[src/rtl/crs_pkg.sv]
// Shared types and codes for the component recovery supervisor.
package crs_pkg;

	localparam int unsigned MAX_COMP    = 8;
	localparam int unsigned MAX_RETRIES = 3;

	// recovery phase codes
	localparam logic [2:0] PH_NOMINAL        = 3'd0;
	localparam logic [2:0] PH_POWER_OFF      = 3'd1;
	localparam logic [2:0] PH_WAIT_DISCHARGE = 3'd2;
	localparam logic [2:0] PH_POWER_ON       = 3'd3;
	localparam logic [2:0] PH_WAIT_BOOT      = 3'd4;
	localparam logic [2:0] PH_DEFECTIVE      = 3'd5;

	// requested actions
	localparam logic [2:0] ACT_NONE        = 3'd0;
	localparam logic [2:0] ACT_CONFIGURE   = 3'd1;
	localparam logic [2:0] ACT_ACTIVATE    = 3'd2;
	localparam logic [2:0] ACT_CLEANUP     = 3'd3;
	localparam logic [2:0] ACT_RELAY_OPEN  = 3'd4;
	localparam logic [2:0] ACT_RELAY_CLOSE = 3'd5;

	// reported lifecycle state
	localparam logic [1:0] RS_ACTIVE   = 2'd0;
	localparam logic [1:0] RS_UNCONF   = 2'd1;
	localparam logic [1:0] RS_INACTIVE = 2'd2;
	localparam logic [1:0] RS_FAILED   = 2'd3;

	// pass health
	localparam logic [1:0] HL_OK        = 2'd0;
	localparam logic [1:0] HL_RECOVER   = 2'd1;
	localparam logic [1:0] HL_EMERGENCY = 2'd2;

	// config register indexes
	localparam logic [1:0] CFG_ENABLE    = 2'd0;
	localparam logic [1:0] CFG_RELAY     = 2'd1;
	localparam logic [1:0] CFG_POWER_OFF = 2'd2;
	localparam logic [1:0] CFG_STARTUP   = 2'd3;

	localparam logic [15:0] POWER_OFF_RESET = 16'd30;
	localparam logic [3:0]  RETRY_SAT       = 4'hF;

	typedef struct packed {
		logic [2:0]  component;
		logic [1:0]  reported_state;
		logic [15:0] now_tick;
		logic        end_of_pass;
	} crs_item_t;

	typedef struct packed {
		logic [2:0]  phase;
		logic [3:0]  retries;
		logic        defective;
		logic [15:0] start_tick;
	} crs_entry_t;

	typedef struct packed {
		logic all_clean;
		logic any_defective;
	} crs_pass_t;

	// table and config view for the addressed component
	typedef struct packed {
		crs_entry_t  entry;
		logic        in_range;
		logic        enabled;
		logic        relay;
		logic [15:0] power_off_ticks;
		logic [7:0]  boot_ticks;
		crs_pass_t   pass;
	} crs_view_t;

	typedef struct packed {
		logic       wr_en;
		crs_entry_t entry;
		crs_pass_t  pass;
	} crs_update_t;

	typedef struct packed {
		logic [2:0] action;
		logic [2:0] new_phase;
		logic       locked_out;
		logic [3:0] retries_used;
		logic       pass_done;
		logic [1:0] health;
		logic       cut_power;
	} crs_result_t;

endpackage

[src/rtl/crs_step.sv]
// Per-report decision logic: recovery step, entry update and pass health.
module crs_step import crs_pkg::*; (
	input  crs_item_t   item,
	input  crs_view_t   view,
	output crs_update_t upd,
	output crs_result_t res
);

	crs_entry_t  e;
	logic [2:0]  act;
	logic        all_act;
	logic        any_def;
	logic [15:0] elapsed;
	logic [3:0]  retry_inc;
	logic [1:0]  health;

	assign elapsed   = item.now_tick - view.entry.start_tick;
	assign retry_inc = (view.entry.retries != RETRY_SAT) ? view.entry.retries + 4'd1
	                                                     : view.entry.retries;

	always_comb begin
		e       = view.entry;
		act     = ACT_NONE;
		all_act = view.pass.all_clean;
		any_def = view.pass.any_defective;
		if (view.in_range && view.enabled) begin
			if (view.entry.defective) begin
				all_act = 1'b0;
				any_def = 1'b1;
			end else begin
				unique case (item.reported_state)
					RS_ACTIVE: begin
						e.retries = 4'd0;
						e.phase   = PH_NOMINAL;
					end
					RS_UNCONF: begin
						all_act = 1'b0;
						act     = ACT_CONFIGURE;
					end
					RS_INACTIVE: begin
						all_act = 1'b0;
						act     = ACT_ACTIVATE;
					end
					RS_FAILED: begin
						all_act = 1'b0;
						unique case (view.entry.phase)
							PH_NOMINAL: begin
								e.retries = retry_inc;
								if (retry_inc > 4'(MAX_RETRIES)) begin
									e.defective = 1'b1;
									e.phase     = PH_DEFECTIVE;
								end else begin
									e.phase = PH_POWER_OFF;
								end
							end
							PH_POWER_OFF: begin
								act          = view.relay ? ACT_RELAY_OPEN : ACT_CLEANUP;
								e.phase      = PH_WAIT_DISCHARGE;
								e.start_tick = item.now_tick;
							end
							PH_WAIT_DISCHARGE: begin
								if (elapsed >= view.power_off_ticks)
									e.phase = PH_POWER_ON;
							end
							PH_POWER_ON: begin
								act          = view.relay ? ACT_RELAY_CLOSE : ACT_NONE;
								e.phase      = PH_WAIT_BOOT;
								e.start_tick = item.now_tick;
							end
							PH_WAIT_BOOT: begin
								if (elapsed >= {8'd0, view.boot_ticks}) begin
									e.phase      = PH_NOMINAL;
									e.start_tick = item.now_tick;
								end
							end
							PH_DEFECTIVE: begin
							end
							default: begin
								// stray phase code: lock out
								e.defective = 1'b1;
								e.phase     = PH_DEFECTIVE;
							end
						endcase
						if (e.defective)
							any_def = 1'b1;
					end
				endcase
			end
		end
	end

	assign health = all_act ? HL_OK : (any_def ? HL_EMERGENCY : HL_RECOVER);

	assign upd.wr_en              = view.in_range && view.enabled;
	assign upd.entry              = e;
	assign upd.pass.all_clean     = item.end_of_pass ? 1'b1 : all_act;
	assign upd.pass.any_defective = item.end_of_pass ? 1'b0 : any_def;

	assign res.action       = act;
	assign res.new_phase    = view.in_range ? e.phase : 3'd0;
	assign res.locked_out   = view.in_range ? e.defective : 1'b0;
	assign res.retries_used = view.in_range ? e.retries : 4'd0;
	assign res.pass_done    = item.end_of_pass;
	assign res.health       = item.end_of_pass ? health : HL_OK;
	assign res.cut_power    = item.end_of_pass && (health == HL_EMERGENCY);

endmodule

[src/rtl/crs_state.sv]
// Config registers, per-component recovery table and pass flags.
module crs_state import crs_pkg::*; #(
	parameter int unsigned NUM_COMPONENTS = 8
) (
	input  logic        clk,
	input  logic        arst_n,
	input  logic        cfg_we,
	input  logic [1:0]  cfg_index,
	input  logic [63:0] cfg_data,
	input  logic [2:0]  component,
	input  logic        commit,
	input  crs_update_t upd,
	output crs_view_t   view
);

	logic [MAX_COMP-1:0]       enable_q;
	logic [MAX_COMP-1:0]       relay_q;
	logic [15:0]               power_off_q;
	logic [MAX_COMP-1:0][7:0]  startup_q;
	crs_entry_t                entry_q [NUM_COMPONENTS];
	crs_pass_t                 pass_q;
	crs_entry_t                entry_sel;

	always_ff @(posedge clk or negedge arst_n) begin
		if (!arst_n) begin
			enable_q    <= '0;
			relay_q     <= '0;
			power_off_q <= POWER_OFF_RESET;
			startup_q   <= '0;
		end else if (cfg_we) begin
			unique case (cfg_index)
				CFG_ENABLE:    enable_q    <= cfg_data[7:0];
				CFG_RELAY:     relay_q     <= cfg_data[7:0];
				CFG_POWER_OFF: power_off_q <= cfg_data[15:0];
				CFG_STARTUP:   startup_q   <= cfg_data;
			endcase
		end
	end

	always_ff @(posedge clk or negedge arst_n) begin
		if (!arst_n) begin
			for (int i = 0; i < NUM_COMPONENTS; i++)
				entry_q[i] <= '0;
			pass_q <= '{all_clean: 1'b1, any_defective: 1'b0};
		end else if (commit) begin
			for (int i = 0; i < NUM_COMPONENTS; i++)
				if (upd.wr_en && component == 3'(i))
					entry_q[i] <= upd.entry;
			pass_q <= upd.pass;
		end
	end

	always_comb begin
		entry_sel = '0;
		for (int i = 0; i < NUM_COMPONENTS; i++)
			if (component == 3'(i))
				entry_sel = entry_q[i];
	end

	assign view.entry           = entry_sel;
	assign view.in_range        = {1'b0, component} < 4'(NUM_COMPONENTS);
	assign view.enabled         = enable_q[component];
	assign view.relay           = relay_q[component];
	assign view.power_off_ticks = power_off_q;
	assign view.boot_ticks      = startup_q[component];
	assign view.pass            = pass_q;

endmodule

[src/rtl/component_recovery_supervisor.sv]
// Top level of the component recovery supervisor: stream ports and word pipeline.
// Each word on the input stream is one health report for a component; it is
// registered, run through the recovery step against that component's table
// entry, and its result lands in an output register once that slot is free, so the
// result word follows the report through the input and output registers, and one report
// is taken every cycle as long as the output side keeps up (the table
// read-modify-write for a report commits in the same edge that loads the
// result, so the next report already sees it). The output register parts the
// two sides: one new report is taken while a finished result still waits.
// Reports for a component at or above NUM_COMPONENTS, or whose enable bit is
// clear, change no table entry and, unless they end a pass, no pass flag.
// Configuration is written through cfg_we/cfg_index/cfg_data and must only be
// changed while no reports are in flight.
module component_recovery_supervisor import crs_pkg::*; #(
	parameter int unsigned NUM_COMPONENTS = 8
) (
	input  logic        clk,
	input  logic        arst_n,
	input  logic        cfg_we,
	input  logic [1:0]  cfg_index,
	input  logic [63:0] cfg_data,
	input  logic        s_tvalid,
	output logic        s_tready,
	input  logic [23:0] s_tdata,   // component[2:0], reported_state[4:3], now_tick[20:5]
	input  logic        s_tlast,   // end_of_pass
	output logic        m_tvalid,
	input  logic        m_tready,
	output logic [15:0] m_tdata,   // action[2:0], new_phase[5:3], locked_out[6],
	                               // retries_used[10:7], health[12:11], cut_power[13]
	output logic        m_tlast    // pass_done
);

	logic        in_vld_s1;
	crs_item_t   item_s1;
	logic        res_vld_s2;
	crs_result_t res_s2;
	logic        adv;
	crs_view_t   view;
	crs_update_t upd;
	crs_result_t res;

	// step fires when a report is held and the result slot frees up
	assign adv      = in_vld_s1 && (!res_vld_s2 || m_tready);
	assign s_tready = !in_vld_s1 || adv;

	always_ff @(posedge clk or negedge arst_n) begin
		if (!arst_n) begin
			in_vld_s1 <= 1'b0;
		end else if (s_tready) begin
			in_vld_s1 <= s_tvalid;
		end
	end

	always_ff @(posedge clk) begin
		if (s_tvalid && s_tready) begin
			item_s1.component      <= s_tdata[2:0];
			item_s1.reported_state <= s_tdata[4:3];
			item_s1.now_tick       <= s_tdata[20:5];
			item_s1.end_of_pass    <= s_tlast;
		end
	end

	crs_state #(
		.NUM_COMPONENTS(NUM_COMPONENTS)
	) u_state (
		.clk      (clk),
		.arst_n   (arst_n),
		.cfg_we   (cfg_we),
		.cfg_index(cfg_index),
		.cfg_data (cfg_data),
		.component(item_s1.component),
		.commit   (adv),
		.upd      (upd),
		.view     (view)
	);

	crs_step u_step (
		.item(item_s1),
		.view(view),
		.upd (upd),
		.res (res)
	);

	always_ff @(posedge clk or negedge arst_n) begin
		if (!arst_n) begin
			res_vld_s2 <= 1'b0;
		end else if (adv) begin
			res_vld_s2 <= 1'b1;
		end else if (m_tready) begin
			res_vld_s2 <= 1'b0;
		end
	end

	always_ff @(posedge clk) begin
		if (adv)
			res_s2 <= res;
	end

	assign m_tvalid = res_vld_s2;
	assign m_tdata  = {2'b00, res_s2.cut_power, res_s2.health, res_s2.retries_used,
	                   res_s2.locked_out, res_s2.new_phase, res_s2.action};
	assign m_tlast  = res_s2.pass_done;

	// pass flags return to their idle values once a pass closes
	a_pass_clear: assert property (@(posedge clk) disable iff (!arst_n)
		adv && item_s1.end_of_pass |=> view.pass.all_clean && !view.pass.any_defective)
		else $error("pass flags not cleared after end of pass");

	a_cut_power: assert property (@(posedge clk) disable iff (!arst_n)
		res_vld_s2 && res_s2.cut_power |-> res_s2.pass_done && res_s2.health == HL_EMERGENCY)
		else $error("cut_power without emergency close");

	a_lock_phase: assert property (@(posedge clk) disable iff (!arst_n)
		res_vld_s2 && res_s2.locked_out |-> res_s2.new_phase == PH_DEFECTIVE)
		else $error("locked-out component not in defective phase");

	a_retry_bound: assert property (@(posedge clk) disable iff (!arst_n)
		res_vld_s2 |-> res_s2.retries_used <= 4'(MAX_RETRIES + 1))
		else $error("retry count past lockout bound");

endmodule
[config.mk]
export PLATFORM = sky130hd
export DESIGN_NAME = component_recovery_supervisor
export DESIGN_NICKNAME = d
export VERILOG_FILES = /design/src/rtl/crs_pkg.sv /design/src/rtl/crs_step.sv /design/src/rtl/crs_state.sv /design/src/rtl/component_recovery_supervisor.sv
export SDC_FILE = /design/constraint.sdc
export NUM_CORES = 1
export LEC_CHECK = 0
export BUFFER_PORTS_ARGS = -buffer_cell sky130_fd_sc_hd__buf_4
export CORE_ASPECT_RATIO = 1.2
export CORE_MARGIN = 2
export CORE_UTILIZATION = 31
export DETAILED_ROUTE_END_ITERATION = 8
export REMOVE_ABC_BUFFERS = 1
export SLEW_MARGIN = 20
export SYNTH_ARGS = -nofsm -noshare
export SYNTH_HDL_FRONTEND = slang
export SYNTH_SLANG_ARGS = --single-unit
export TNS_END_PERCENT = 5
[constraint.sdc]
create_clock -name clk -period 15.5 [get_ports clk]
set_clock_uncertainty 0.2 [all_clocks]
set_input_delay 0 -clock clk [delete_from_list [all_inputs] [get_ports clk]]
set_output_delay 0 -clock clk [all_outputs]
set_load 0.05 [all_outputs]
-- Yosys cells after proc, flatten, opt, wreduce, memory -nomap -nowiden
Index checks and enable logic that the tools add are counted.
- add/sub/neg operators: 2
- magnitude comparators: 4
- eq/ne operators: 20
- multiplexer cells: 48
- bitwise gates (word level): 1
- reduce and logical (&&, ||, !) cells: 36
- operator list (cell ; number):
    2-to-1 mux 24 bit ; 10
    case mux 16 bit (2 select lines) ; 1
    binary-select mux 8 bit (select 3 bit) ; 1
    AND reduction 2 bit ; 12
    equality test 3 bit, second input constant ; 6
    case mux 3 bit (6 select lines) ; 1
    2-to-1 mux 1 bit ; 17
    2-to-1 mux 17 bit ; 1
    greater-or-equal comparator 16 bit ; 1
    greater-or-equal comparator 16 x 8 -> 1 bit ; 1
    2-to-1 mux 16 bit ; 1
    subtractor 16 bit ; 1
    2-to-1 mux 3 bit ; 5
    case mux 7 bit (2 select lines) ; 1
    equality test 3 x 2 -> 1 bit, second input constant ; 4
    logical AND 1 bit ; 11
    equality test 2 bit, second input constant ; 5
    case mux 3 bit (3 select lines) ; 1
    2-to-1 mux 4 bit ; 2
    2-to-1 mux 8 bit ; 1
    binary-select mux 1 bit (select 3 bit) ; 2
    equality test 3 x 1 -> 1 bit, second input constant ; 2
    zero test 3 bit ; 2
    case mux 3 bit (2 select lines) ; 1
    15 further kinds ; 21
- register bits after elaboration: 329
- bits of input ports: 96
- output and inout bits: 19

-- Longest topological paths before layout
Gate-level depths: netlist (run 1).
- depth in word-level cells: 25
- depth in mapped cells: 26
- gate-level depth less buffers: 20

-- Hierarchy
Synthesis (run 1) repeated with hierarchy kept, for this count alone.
- cells, all modules: 1236
- area total of the unflattened synthesis: 16761.1 um^2
- modules (own cells, without submodules) (module ; instances ; cells an instance ; area an instance (um^2) ; seq. area each (um^2)):
    crs_state ; 1 ; 878 ; 13291.5 ; 7263.2
    crs_step ; 1 ; 310 ; 2235.9 ; 0.0
    component_recovery_supervisor ; 1 ; 48 ; 1233.7 ; 1161.1

-- Least setup slack after synthesis (run 1)
Ideal clock, no wire load.
- kind: reg2reg
- from: register item_s1[19] (netlist name)
- to: register u_state.entry_q[100] in the netlist's numbering
- library setup time: 0.125 ns
- arrival: 5.300 ns
- data required time: 15.175 ns
- setup slack: 9.875 ns
- stages on the path, launching flop included: 26
- clock period less this slack: 5.625 ns
- cells stage by stage: edfxtp_1 > buf_2 > buf_6 > buf_4 > buf_4 > mux4_2 > nor2_1 > a21oi_1 > a21o_1 > ha_1 > fa_1 > nor2b_1 > o31a_1 > o21a_1 > nor2_1 > xnor2_1 > ha_1 > a21o_1 > a211oi_1 > o2111ai_1 > or4_4 > buf_6 > buf_6 > nor4_4 > o21ai_2 > mux2_2
- word-level cells in the longest chain between the ends: 16
- elaborated cells between the ends (all ways): 33
- RTL lines (what ; line ; source):
    zero test 3 bit ; crs_state.sv:56 ; if (component == 3'(i))
    2-to-1 mux 24 bit (8 in a row) ; crs_state.sv:56 ;
    subtractor 16 bit ; crs_step.sv:17 ; assign elapsed = item.now_tick - view.entry.start_tick;
    greater-or-equal comparator 16 x 8 -> 1 bit ; crs_step.sv:71 ; if (elapsed >= {8'd0, view.boot_ticks}) begin
    2-to-1 mux 16 bit ; crs_step.sv:71 ;
    case mux 16 bit (2 select lines) ; crs_step.sv:46 ; unique case (view.entry.phase)
    2-to-1 mux 17 bit ; crs_step.sv:31 ; unique case (item.reported_state)
    2-to-1 mux 24 bit ; crs_step.sv:27 ; if (view.entry.defective) begin
    2-to-1 mux 24 bit ; crs_step.sv:26 ; if (view.in_range && view.enabled) begin
    end signal: indexed assignment ; crs_state.sv:48 ; entry_q[i] <= upd.entry;
    end: declaration ; crs_state.sv:20 ; crs_entry_t entry_q [NUM_COMPONENTS];
Several ways; a longest one is shown, not always the timed one. The select of a mux whose other input is x is not followed.
A chain may end at the register's enable or synchronous reset.

-- Worst setup path after layout (run 1)
- from: register item_s1[20] (netlist name)
- to: register u_state.entry_q[21] in the netlist's numbering
- word-level cells in the longest chain between the ends: 16
- elaborated cells between the ends (all ways): 37
- RTL lines (what ; line):
    zero test 3 bit ; crs_state.sv:56
    2-to-1 mux 24 bit (8 in a row) ; crs_state.sv:56
    subtractor 16 bit ; crs_step.sv:17
    greater-or-equal comparator 16 x 8 -> 1 bit / greater-or-equal comparator 16 bit (equally long branches) ; crs_step.sv:71, crs_step.sv:62
    2-to-1 mux 3 bit, on equally long branches ; crs_step.sv:71, crs_step.sv:62
    case mux 3 bit (6 select lines) ; crs_step.sv:46
    case mux 7 bit (2 select lines) ; crs_step.sv:31
    2-to-1 mux 24 bit ; crs_step.sv:27
    2-to-1 mux 24 bit ; crs_step.sv:26
Several ways; a longest one is shown, not always the timed one. The select of a mux whose other input is x is not followed.

==> impl_results.md, run 1 <==
* Antenna viol nets, final at 0
* Worst r2r src: item_s1[20]$_DFFE_PP_
* Max-cap violation count at 0
* Vias/cell at roughly 5.0
* VDD IR max at 0.0000854 V
* Crit path largest cell delay at between 0.9 and 1 ns
* Met2 Routed Length at about 21,000 µm
* Hold path start: cfg_data[53]
* Worst path top cell family by delay: compound AO/OA/AOI/OAI gates
* Yosys top cell by area: dfrtp_1
* Total Nets Final at between 1,500 and 2,000
* Worst Path Required at ~16 ns
* Die Span X at between 200 and 250 µm
* Vias at 11,200
* Dpl cell area at roughly 0.018 mm²
* RSZ-0062 raised after global routing: false
* Switch Pwr at ~0.93 mW
* Max-slew violation count at 0
* Final Setup Violations at 0
* Hold Fails Final Rpt at 0
* Clk slew on worst S/H paths at about 0.06 ns
* Min-delay worst type: in -> reg
* Layout cells sized above 1 at 0.369
* CP max stage cell: a2111oi_0
* Largest cells by area after synthesis: dfrtp_1 (43%), mux2_2 (17%), mux4_2 (7.6%)
* CP Buf/Inv Count at 2
* Gate power share at 0.292
* Largest net degree at the start of global routing at between 70 and 80
* CP Launch Type: flip-flop
* Status: finished clean
* CTS Buffer Depth at 3
* Pleak at about 9.2 nW
* Clock Sinks at roughly 330
* Cell Chain, Critical Path: buf_4, mux4_2, nor2_1, o21ai_0, inv_1, ha_1, o211a_1, o31ai_1, a31o_2, and2_1, a211o_1, ha_1, a21o_1, a21o_1, a2111oi_0, a21oi_1, nor3_1, o21ai_0
* Final instance area at 0.0210 mm²
* Setup slack, reg-to-reg at between 8 and 9 ns
* Leading cell type in the layout, fill and taps excluded: dfrtp_1
* Setup bufs post-CTS at 0
* Reg2Reg Capture Point: u_state.entry_q[21]$_DFFE_PN0P_
* Peak Freq at about 140 MHz
* Yosys warns at 0
* Core Area at roughly 0.053 mm²
* Grt total ovfl at 0
* CTS H-tree lvls at 2
* Hpwl dp at 26,400 µm
* Period utilisation layout at 0.466
* Syn Area/Cell at 13.3 µm²
* Die Area at 0.0557 mm²
* DR WL met3 at ~1800 µm
* Mapped Cells at approximately 1,300
* Vias in the first global route at about 12,000
* # DRC at 0
* Async set or reset register ratio after synthesis at 0.888
* TritonCTS clock tree: done
* Fin Setup TNS at 0 ns
* Yosys reg bits at 329
* Max_slew headroom at 0.241
* Most frequent cells in the layout: dfrtp_1 (287), mux2_2 (257), dlygate4sd3_1 (138)
* Worst-Margin Slew at 1.14 ns
* Worst Setup End Kind: flip-flop
* Hold depth at 3
* Hold EP: u_state.startup_q[53]$_DFFE_PN0P_
* # IOs at between 100 and 150
* Flop pwr share at 0.397
* Top Metal Used: met4
* Crit Path Class: reg -> reg
* Post-synth EDFFs at 37
* Initial DRC count at between 500 and 600
* Synthesized area at approximately 0.017 mm²
* Routed WL at approximately 43,000 µm
* Sequential fraction of the synthesis area at 0.505
* Die H at about 260 µm
* Post-synthesis cell type count at 70
* Initial core utilization at 0.313
* FF-to-FF path depth at 18
* Power density over the cells at approximately 140 mW/mm²
* Synth Flop Type: dfrtp_1
* Row cnt at between 90 and 100
* Hold slack at 0.0289 ns
* Post-synth top area share at 0.430
* P_int at about 2.1 mW
* CP arrival at ~7.4 ns
* CTS root buf: clkbuf_16
* Post-Route M1 WL at ~18,000 µm
* Power share of the clock group at 0.311
* Antenna diodes at 0
* CTS buffer count at 38
* Skew-Pair Late Insertion Delay at 0.57 ns
* Syn-to-layout area delta at 25.8%
* Drt wl/cell at ~19 µm
* Final Critical Period at 7.23 ns
* Initial antenna violation count at 0
* First-pass GRT wire length at 67,500 µm
* Total Routing Usage GR at 0.155
* Sw Ratio at 0.312
* Input/output buffers at approximately 110
* CP max FO at 37
* GPL Wtd Cong at 0.802
* Drt first pass iters at 5
-- stage by stage --
stage                     power, mW  instances  utilization  setup slack [ns]
after floorplan                1.79       1184            -              7.57
after global placement         2.01       2025        0.342              8.36
after detailed placement       2.04       2025        0.342              8.32
after CTS                      3.01       2232        0.393              8.26
after global routing           3.17       2233        0.393              7.79
final                          2.98       2233        0.393              8.27
-- worst register-to-register path: cells and delay by family (launching register included) --
family          cells  cell delay, ns
compound gates     10            3.13
fa+ha+maj           2            0.67
buf+inv             2            0.83
flops               1            0.81
mux                 1            0.37
simple gates        3            1.08
-- logic make-up (layout without fill, tap and decap cells) --
logic type | after synthesis | after routing | synth area share
multiplexers | 355 | 355 | 0.275
other | 1 | 2 | 0.000225
flip-flops | 329 | 329 | 0.505
AND/OR/NAND/NOR | 203 | 203 | 0.0703
adder cells (fa/ha/maj) | 44 | 44 | 0.0334
buffers and inverters | 117 | 382 | 0.0316
XOR/XNOR | 14 | 14 | 0.00734
AO/OA/AOI/OAI | 192 | 192 | 0.0775
-- synthesized netlist by cell type (all sizes together), types with 16 or more instances --
library cell  number
o32a              16
ha                43
dfrtp            287
mux2             264
nor2              57
buf               42
edfxtp            37
mux2i             35
mux4              56
inv               45
nand2             65
a21oi             39
nor4              19
o21ai             74
clkbuf            30
-- power by group through the flow --
stage | sequential, mW | combinational (mW) | clock, mW
floorplan | 1.19 | 0.599 | 0
global placement | 1.19 | 0.823 | 0
detailed placement | 1.20 | 0.843 | 0
CTS | 1.18 | 0.876 | 0.953
global route | 1.21 | 0.966 | 0.990
finish | 1.18 | 0.872 | 0.928
-- state kept, by name (all words and copies together), names as in the netlist --
register / flops
u_state.view: 2
u_state.power_off_q: 16
u_state.relay_q: 8
u_state.entry_q: 192
in_vld_s1: 1
m_tdata: 14
m_tlast: 1
item_s1: 22
u_state.startup_q: 64
m_tvalid: 1
u_state.enable_q: 8
-- cell type report --
type,count,area [µm²]
inverters,45,169
clock inverters,12,154
fillers,4982,32400
flip-flops and latches,329,8420
well taps,712,891
multi-input cells,810,7790
clock buffers,56,1140
repair buffers,269,2430
-- how the worst max path moves through the flow --
stage / startpoint / endpoint / slack (ns) / cells past startpoint
5_1_grt: item_s1[20]$_DFFE_PP_ / u_state.entry_q[21]$_DFFE_PN0P_ / 7.79 / 18
3_3_place_gp: item_s1[20]$_DFFE_PP_ / m_tdata[3]$_DFFE_PP_ / 8.36 / 18
6_report: item_s1[20]$_DFFE_PP_ / u_state.entry_q[21]$_DFFE_PN0P_ / 8.27 / 18
4_1_cts: item_s1[20]$_DFFE_PP_ / u_state.entry_q[93]$_DFFE_PN0P_ / 8.26 / 18
2_1_floorplan: item_s1[19]$_DFFE_PP_ / u_state.entry_q[128]$_DFFE_PN0P_ / 7.57 / 8
3_5_place_dp: item_s1[20]$_DFFE_PP_ / u_state.entry_q[93]$_DFFE_PN0P_ / 8.32 / 18
-- metal layers --
metal,vias up,global-route usage
li1,5121,-
met1,5793,0.196
met2,231,0.269
met3,70,0.0273
met4,0,0.0496
met5,-,0
-- repair_timing --
action	4_1_cts	5_1_grt
endpoints found under the setup margin	0	0
gates resized for setup	0	0
hold buffers	139	0
endpoints found under the hold margin	361	0
Power figures use the tool's default switching activity.
==> inputs of run 2 (changes only) <==
- ABC_AREA: default -> 1
- clock period: 15.5 -> 6.4 ns (I/O delays scaled with it)
==> impl_results.md, run 2 <==
* Status: complete, but fails checks
* Failing checks: negative hold slack
* Max-cap violation count at 0 (unchanged)
* Input/output buffers at 109 (unchanged)
* Total Routing Usage GR at 0.172 (+0.0168)
* Biggest register: u_state.entry_q
* Reg2Reg Capture Point: u_state.entry_q[25]$_DFFE_PN0P_
* Hold Fails Final Rpt at 3 (+3)
* Syn-to-layout area delta at 23.3%
* Final Critical Period at 5.81 ns (-1.42 ns)
* Vias/cell at 4.80 (-4.4%)
* Largest cells by area after synthesis: dfrtp_1 (44%), nand2_1 (18%), edfxtp_1 (6.7%)
* Layout cells sized above 1 at 0.145 (-0.223)
* CTS buffer count at 35 (-7.9%)
* Worst Setup End Kind: flip-flop
* Die Span X at 214 µm (-0.64%)
* Max-slew violation count at 0 (unchanged)
* Pleak at 10.1 nW (+11%)
* Setup ws final at 0.589 ns (-7.68 ns)
* CTS root buf: clkbuf_16
* Power density over the cells at 308 mW/mm² (+120%)
* Cell mode on critical path: nand2_1
* Post-synthesis cell type count at 59 (-16%)
* Worst-Margin Slew at 1.10 ns (-0.0389 ns)
* # DRC at 0 (unchanged)
* Period utilisation layout at 0.908 (+0.442)
* # IOs at 115 (unchanged)
* Yosys warns at 0 (unchanged)
* Final Setup Violations at 0 (unchanged)
* CP arrival at 6.07 ns (-1.36 ns)
* Placed cells at 2,718 (+34%)
* Max_slew headroom at 0.268 (+0.0275)
* Final std cells w/o fill at 2,891 (+29%)
* Final core occ at 0.387 (-0.00610)
* Initial core utilization at 0.314 (+0.00135)
* Number of flip-flops under the largest register name at 192 (unchanged)
* Total power at 6.26 mW (+110%)
* Yosys reg bits at 329 (unchanged)
* Commonest cells post-synth: nand2_1 (799), dfrtp_1 (287), inv_1 (151), o21ai_0 (95), a21oi_1 (76)
* Routed WL at 47,100 µm (+10%)
* Hold slack at -0.00360 ns (-0.0325 ns)
* Antenna viol nets, final at 0 (unchanged)
* Post_cts resized at 0 (unchanged)
* Synthesized area at 0.0165 mm² (-1.3%)
* Total Nets Final at 2,300 (+41%)
* Drt first pass iters at 5 (unchanged)
* Initial antenna violation count at 0 (unchanged)
* GPL Wtd Cong at 0.855 (+6.6%)
* Die Area at 0.0550 mm² (-1.3%)
* TritonCTS clock tree: done
* RSZ-0062 raised after global routing: false
* CP max FO at 13 (-65%)
* WP depth at 27 (+9)
* Post-synth top area share at 0.436 (+0.00565)
* Antenna diodes at 0 (unchanged)
* CTS H-tree lvls at 2 (unchanged)
* Hpwl dp at 31,600 µm (+20%)
* FILL cells at 5,274 (+5.9%)
* Multi-input logic area at 0.00707 mm² (-9.3%)
* Clk slew on worst S/H paths at 0.06 ns (about the same)
* Top flop regs: u_state.entry_q (192), u_state.startup_q (64), item_s1 (22)
* Core Area at 0.0525 mm² (-1.7%)
* Largest net degree at the start of global routing at 169 (+110%)
* Worst setup path startpoint: item_s1[20]$_DFFE_PP_
* Synth Flop Type: dfrtp_1
* Vias at 13,900 (+24%)
* Post-Place Worst Slack at 0.704 ns (-7.62 ns)
* Leading cell type in the layout, fill and taps excluded: nand2_1
* CP Launch Type: flip-flop
* Yosys top cell by area: dfrtp_1
* Most frequent cells in the layout: nand2_1 (799), dfrtp_1 (287), inv_1 (150)
* FF/Latch Area at 0.00842 mm² (unchanged)
* Peak Freq at 172 MHz (+24%)
* Min-delay worst type: in -> async
* Die H at 257 µm (-0.64%)
* VDD IR max at 0.000183 V (+110%)
* CTS Buffer Depth at 3 (unchanged)
* Fin Setup TNS at 0 ns (unchanged)
* First-pass GRT wire length at 76,300 µm (+13%)
* Vias in the first global route at 13,900 (+17%)
* Dpl cell area at 0.0180 mm² (-1.4%)
* Async set or reset register ratio after synthesis at 0.888 (unchanged)
* Skew-Pair Late Insertion Delay at 0.54 ns (-0.03 ns)
* Sequential fraction of the synthesis area at 0.511 (+0.00663)
* CP Buf/Inv Count at 4 (+2)
* Worst path top cell family by delay: compound AO/OA/AOI/OAI gates
* Drt wl/cell at 16.3 µm (-15%)
* Worst Path Required at 6.66 ns (-9.04 ns)
* Critical Path Sink: u_state.entry_q[25]$_DFFE_PN0P_
* Crit path largest cell delay at 0.50 ns (-0.46 ns)
* Clock Sinks at 329 (unchanged)
* Most instantiated library cell after synthesis: nand2_1
* Mapped Cells at 1,958 (+56%)
* Row cnt at 92 (-1.1%)
* Setup slack, reg-to-reg at 0.59 ns (-7.68 ns)
* CP max stage cell: edfxtp_1
* Crit Path Class: reg -> reg
* FF-to-FF path depth at 27 (+9)
* Final instance area at 0.0203 mm² (-3.2%)
* Post-synth EDFFs at 37 (unchanged)
* Initial DRC count at 1,054 (+89%)
* Grt total ovfl at 0 (unchanged)
* Worst r2r src: item_s1[20]$_DFFE_PP_
* Syn Area/Cell at 8.42 µm² (-37%)
run 2: where the power goes:
group | switching, mW | leakage (nW) | internal [mW]
clock | 0.872 | 0.595 | 1.25
sequential | 0.190 | 4.15 | 2.51
combinational | 0.911 | 5.40 | 0.531
run 2: final cells by class:
type / count / area share
flip-flops and latches: 329 / 0.415
multi-input cells: 1385 / 0.348
repair buffers: 242 / 0.104
clock buffers: 55 / 0.0549
well taps: 705 / 0.0434
inverters: 167 / 0.0308
clock inverters: 8 / 0.00431
run 2: repair_timing:
| action | CTS | global route |
|---|---|---|
| hold endpoints to repair | 245 | 0 |
| hold buffers | 110 | 0 |
| endpoints found under the setup margin | 0 | 0 |
| setup buffers | 0 | 0 |
run 2: how the worst min path moves through the flow:
stage           startpoint                           endpoint  slack, ns  depth (start not counted)
3_5_place_dp   s_tdata[10]               item_s1[6]$_DFFE_PP_      -0.02                          1
6_report            arst_n  u_state.startup_q[32]$_DFFE_PN0P_     -0.004                          2
3_3_place_gp        arst_n  u_state.startup_q[56]$_DFFE_PN0P_      -0.02                          1
4_1_cts        s_tdata[14]              item_s1[10]$_DFFE_PP_      0.003                          2
5_1_grt        s_tdata[11]               item_s1[7]$_DFFE_PP_       0.02                          2
2_1_floorplan       arst_n              in_vld_s1$_DFFE_PN0N_      -0.50                          0
run 2: logic make-up (layout without fill, tap and decap cells):
family / after synthesis / count (layout) / synth area share
muxes: 38 / 38 / 0.0260
DFF: 329 / 329 / 0.511
and+or+nand+nor: 1014 / 1014 / 0.257
AOI/OAI and AO/OA: 276 / 276 / 0.104
xor gates and xnor gates: 11 / 11 / 0.00585
other: 1 / 2 / 0.000228
buffers and inverters: 245 / 472 / 0.0616
adders and majority gates: 44 / 44 / 0.0339
run 2: worst register-to-register path, stage by stage (launching register included):
cell and delay, ns:
edfxtp_1 0.50, inv_2 0.10, nand2_2 0.19, nor2_2 0.12
buf_4 0.23, a221oi_1 0.30, o211ai_1 0.15, o21ai_0 0.13
a21oi_1 0.18, ha_1 0.25, fa_1 0.42, o21ai_1 0.37
a21oi_1 0.12, o21ai_0 0.23, xor2_1 0.38, ha_1 0.30
nand2_1 0.07, inv_1 0.04, nand2_1 0.05, nand4_1 0.07
nor2_1 0.31, nand4_2 0.23, buf_4 0.26, a21oi_1 0.14
nand2_1 0.08, nand2_2 0.16, nand2_1 0.08, nand2_1 0.08
run 2: per-layer routing:
metal,track usage,part of all wire,up-vias,wire length [µm]
li1,-,-,6726,-
met2,0.311,0.51,340,24100
met4,0.0534,0.027,0,1250
met3,0.0214,0.043,79,2010
met1,0.211,0.42,6732,19800
met5,0,0,-,0
==> inputs of run 3 (changes only) <==
- clock period: 6.4 -> 6.8 ns (I/O delays scaled with it)
==> impl_results.md, run 3 (synthesis gave the netlist of run 2 again) <==
* Status: finished clean
* Period utilisation layout at 0.898 (-0.0101)
* Most frequent cells in the layout: nand2_1 (799), dfrtp_1 (287), inv_1 (151)
* Leading cell type in the layout, fill and taps excluded: nand2_1
* FILL cells at 5,276 (+0.038%)
* Largest net degree at the start of global routing at 183 (+8.3%)
* TritonCTS clock tree: done
* CTS Buffer Depth at 3 (unchanged)
* Vias in the first global route at 14,100 (+1.6%)
* Met1 usage at 0.220 (+0.00820)
* Post-Place Worst Slack at 0.843 ns (+0.139 ns)
* Vias at 14,100 (+1.9%)
* Max-cap violation count at 0 (unchanged)
* CP arrival at 6.38 ns (+0.31 ns)
* Cell mode on critical path: nand2_1
* Fin Setup TNS at 0 ns (unchanged)
* Drt first pass iters at 7 (+2)
* Biggest register: u_state.entry_q
* RSZ-0062 raised after global routing: false
* Final Setup Violations at 0 (unchanged)
* Peak Freq at 164 MHz (-4.8%)
* Clk slew on worst S/H paths at 0.07 ns (about the same)
* Total Routing Usage GR at 0.176 (+0.00475)
* Crit Path Class: reg -> reg
* Hpwl dp at 31,700 µm (about the same)
* Die H at 257 µm (unchanged)
* Power density over the cells at 289 mW/mm² (-6.3%)
* Input/output buffers at 109 (unchanged)
* Global route hottest layer: met2
* Die Area at 0.0550 mm² (unchanged)
* Grt total ovfl at 0 (unchanged)
* GPL Wtd Cong at 0.842 (-1.4%)
* Skew-Pair Late Insertion Delay at 0.54 ns (about the same)
* Clock Sinks at 329 (unchanged)
* # IOs at 115 (unchanged)
* Routed WL at 48,700 µm (+3.5%)
* Setup ws final at 0.695 ns (+0.106 ns)
* Vias/cell at 4.88 (+1.6%)
* CP max FO at 22 (+9)
* Final instance area at 0.0204 mm² (+0.41%)
* Initial antenna violation count at 0 (unchanged)
* Core Area at 0.0525 mm² (unchanged)
* Final Critical Period at 6.11 ns (+0.294 ns)
* Setup slack, reg-to-reg at 0.69 ns (+0.11 ns)
* Worst Setup End Kind: flip-flop
* Initial DRC count at 1,124 (+6.6%)
* Total Nets Final at 2,308 (+0.35%)
* Pleak at 10.2 nW (+0.57%)
* Worst path top cell family by delay: simple AND/OR/NAND/NOR gates
* Layout cells sized above 1 at 0.149 (+0.00312)
* Antenna diodes at 0 (unchanged)
* Number of flip-flops under the largest register name at 192 (unchanged)
* Hold Fails Final Rpt at 0 (-3)
* Final core occ at 0.389 (+0.00157)
* Crit path largest cell delay at 0.51 ns (about the same)
* Initial core utilization at 0.314 (unchanged)
* First-pass GRT wire length at 78,100 µm (+2.5%)
* CTS buffer count at 36 (+2.9%)
* CTS H-tree lvls at 2 (unchanged)
* CP Buf/Inv Count at 4 (unchanged)
* Grt met2 use at 0.317 (+0.00586)
* # DRC at 0 (unchanged)
* Max-slew violation count at 0 (unchanged)
* VDD IR max at 0.000176 V (-3.5%)
* Grt met3 use at 0.0198 (-0.00154)
* Dpl cell area at 0.0180 mm² (about the same)
* Worst-Margin Slew at 1.08 ns (-0.0162 ns)
* Die Span X at 214 µm (unchanged)
* Syn-to-layout area delta at 23.8%
* Hold slack at 0.0105 ns (+0.0141 ns)
* CP max stage cell: edfxtp_1
* Top flop regs: u_state.entry_q (192), u_state.startup_q (64), item_s1 (22)
* Worst Path Required at 7.07 ns (+0.41 ns)
* Row cnt at 92 (unchanged)
* CTS root buf: clkbuf_16
* Drt wl/cell at 16.8 µm (+3.2%)
* CP Launch Type: flip-flop
* Min-delay worst type: in -> reg
* Antenna viol nets, final at 0 (unchanged)
* Max_slew headroom at 0.274 (+0.00632)
[run 3: stage by stage]
stage | std cells | total power, mW
final | 2899 | 5.89
after global routing | 2899 | 6.23
after CTS | 2898 | 5.93
after detailed placement | 2720 | 3.88
after global placement | 2720 | 3.83
after floorplan | 1881 | 3.43
[run 3: layer usage]
layer  wire [µm]  vias to the layer above
met4        1450                        0
met1       20200                     6850
li1            -                     6725
met3        2450                       92
met5           0                        -
met2       24600                      470
[run 3: where the power goes]
group          leakage, nW  internal [mW]  switching [mW]
registers             4.15           2.36           0.178
clock network        0.595           1.14           0.835
logic                 5.46          0.507           0.868
total                 10.2           4.01            1.88
[run 3: area by class of cell]
cell class | count | area [µm²] | area share
Inverter | 167 | 627 | 0.0307
Clock buffer | 43 | 1010 | 0.0495
Sequential cell | 329 | 8420 | 0.413
Clock inverter | 21 | 175 | 0.00859
Timing Repair Buffer | 249 | 2210 | 0.108
Tap cell | 705 | 882 | 0.0432
Multi-Input combinational cell | 1385 | 7070 | 0.347
[run 3: path summary, 6_finish.rpt]
check / startpoint / end / cells past startpoint
min in group asynchronous: arst_n / u_state.entry_q[47]$_DFFE_PN0P_ / 3
worst min-delay path: s_tdata[19] / item_s1[15]$_DFFE_PP_ / 2
worst max register to register: item_s1[19]$_DFFE_PP_ / u_state.entry_q[50]$_DFFE_PN0P_ / 27
worst max-delay path: item_s1[19]$_DFFE_PP_ / u_state.entry_q[50]$_DFFE_PN0P_ / 27
max in group asynchronous: arst_n / u_state.entry_q[185]$_DFFE_PN0P_ / 5
worst min register to register: u_state.entry_q[106]$_DFFE_PN0P_ / u_state.entry_q[106]$_DFFE_PN0P_ / 2
[run 3: worst reg2reg max path, stage by stage, from the launching register on]
cell	delay, ns
edfxtp_1	0.51
nor2_4	0.51
nand2_4	0.21
inv_2	0.52
a221oi_1	0.21
nand2_1	0.10
a21oi_1	0.05
nand3_1	0.15
inv_1	0.08
ha_1	0.39
nand2_1	0.07
o21ai_1	0.42
a21oi_1	0.13
o21ai_0	0.24
xor2_1	0.40
ha_1	0.30
nand2_1	0.06
inv_1	0.04
nand2_1	0.05
nand4_1	0.06
nor2_1	0.31
nand4_2	0.19
buf_4	0.24
o21bai_1	0.16
nand2_1	0.10
nand2_2	0.17
nand2_1	0.09
nand2_1	0.09
[run 3: timing repair]
| action | CTS | global route |
|---|---|---|
| resized for setup | 0 | 0 |
| endpoints found under the hold margin | 231 | 0 |
| setup buffers | 0 | 0 |
| endpoints found under the setup margin | 0 | 0 |
| hold buffers | 114 | 0 |
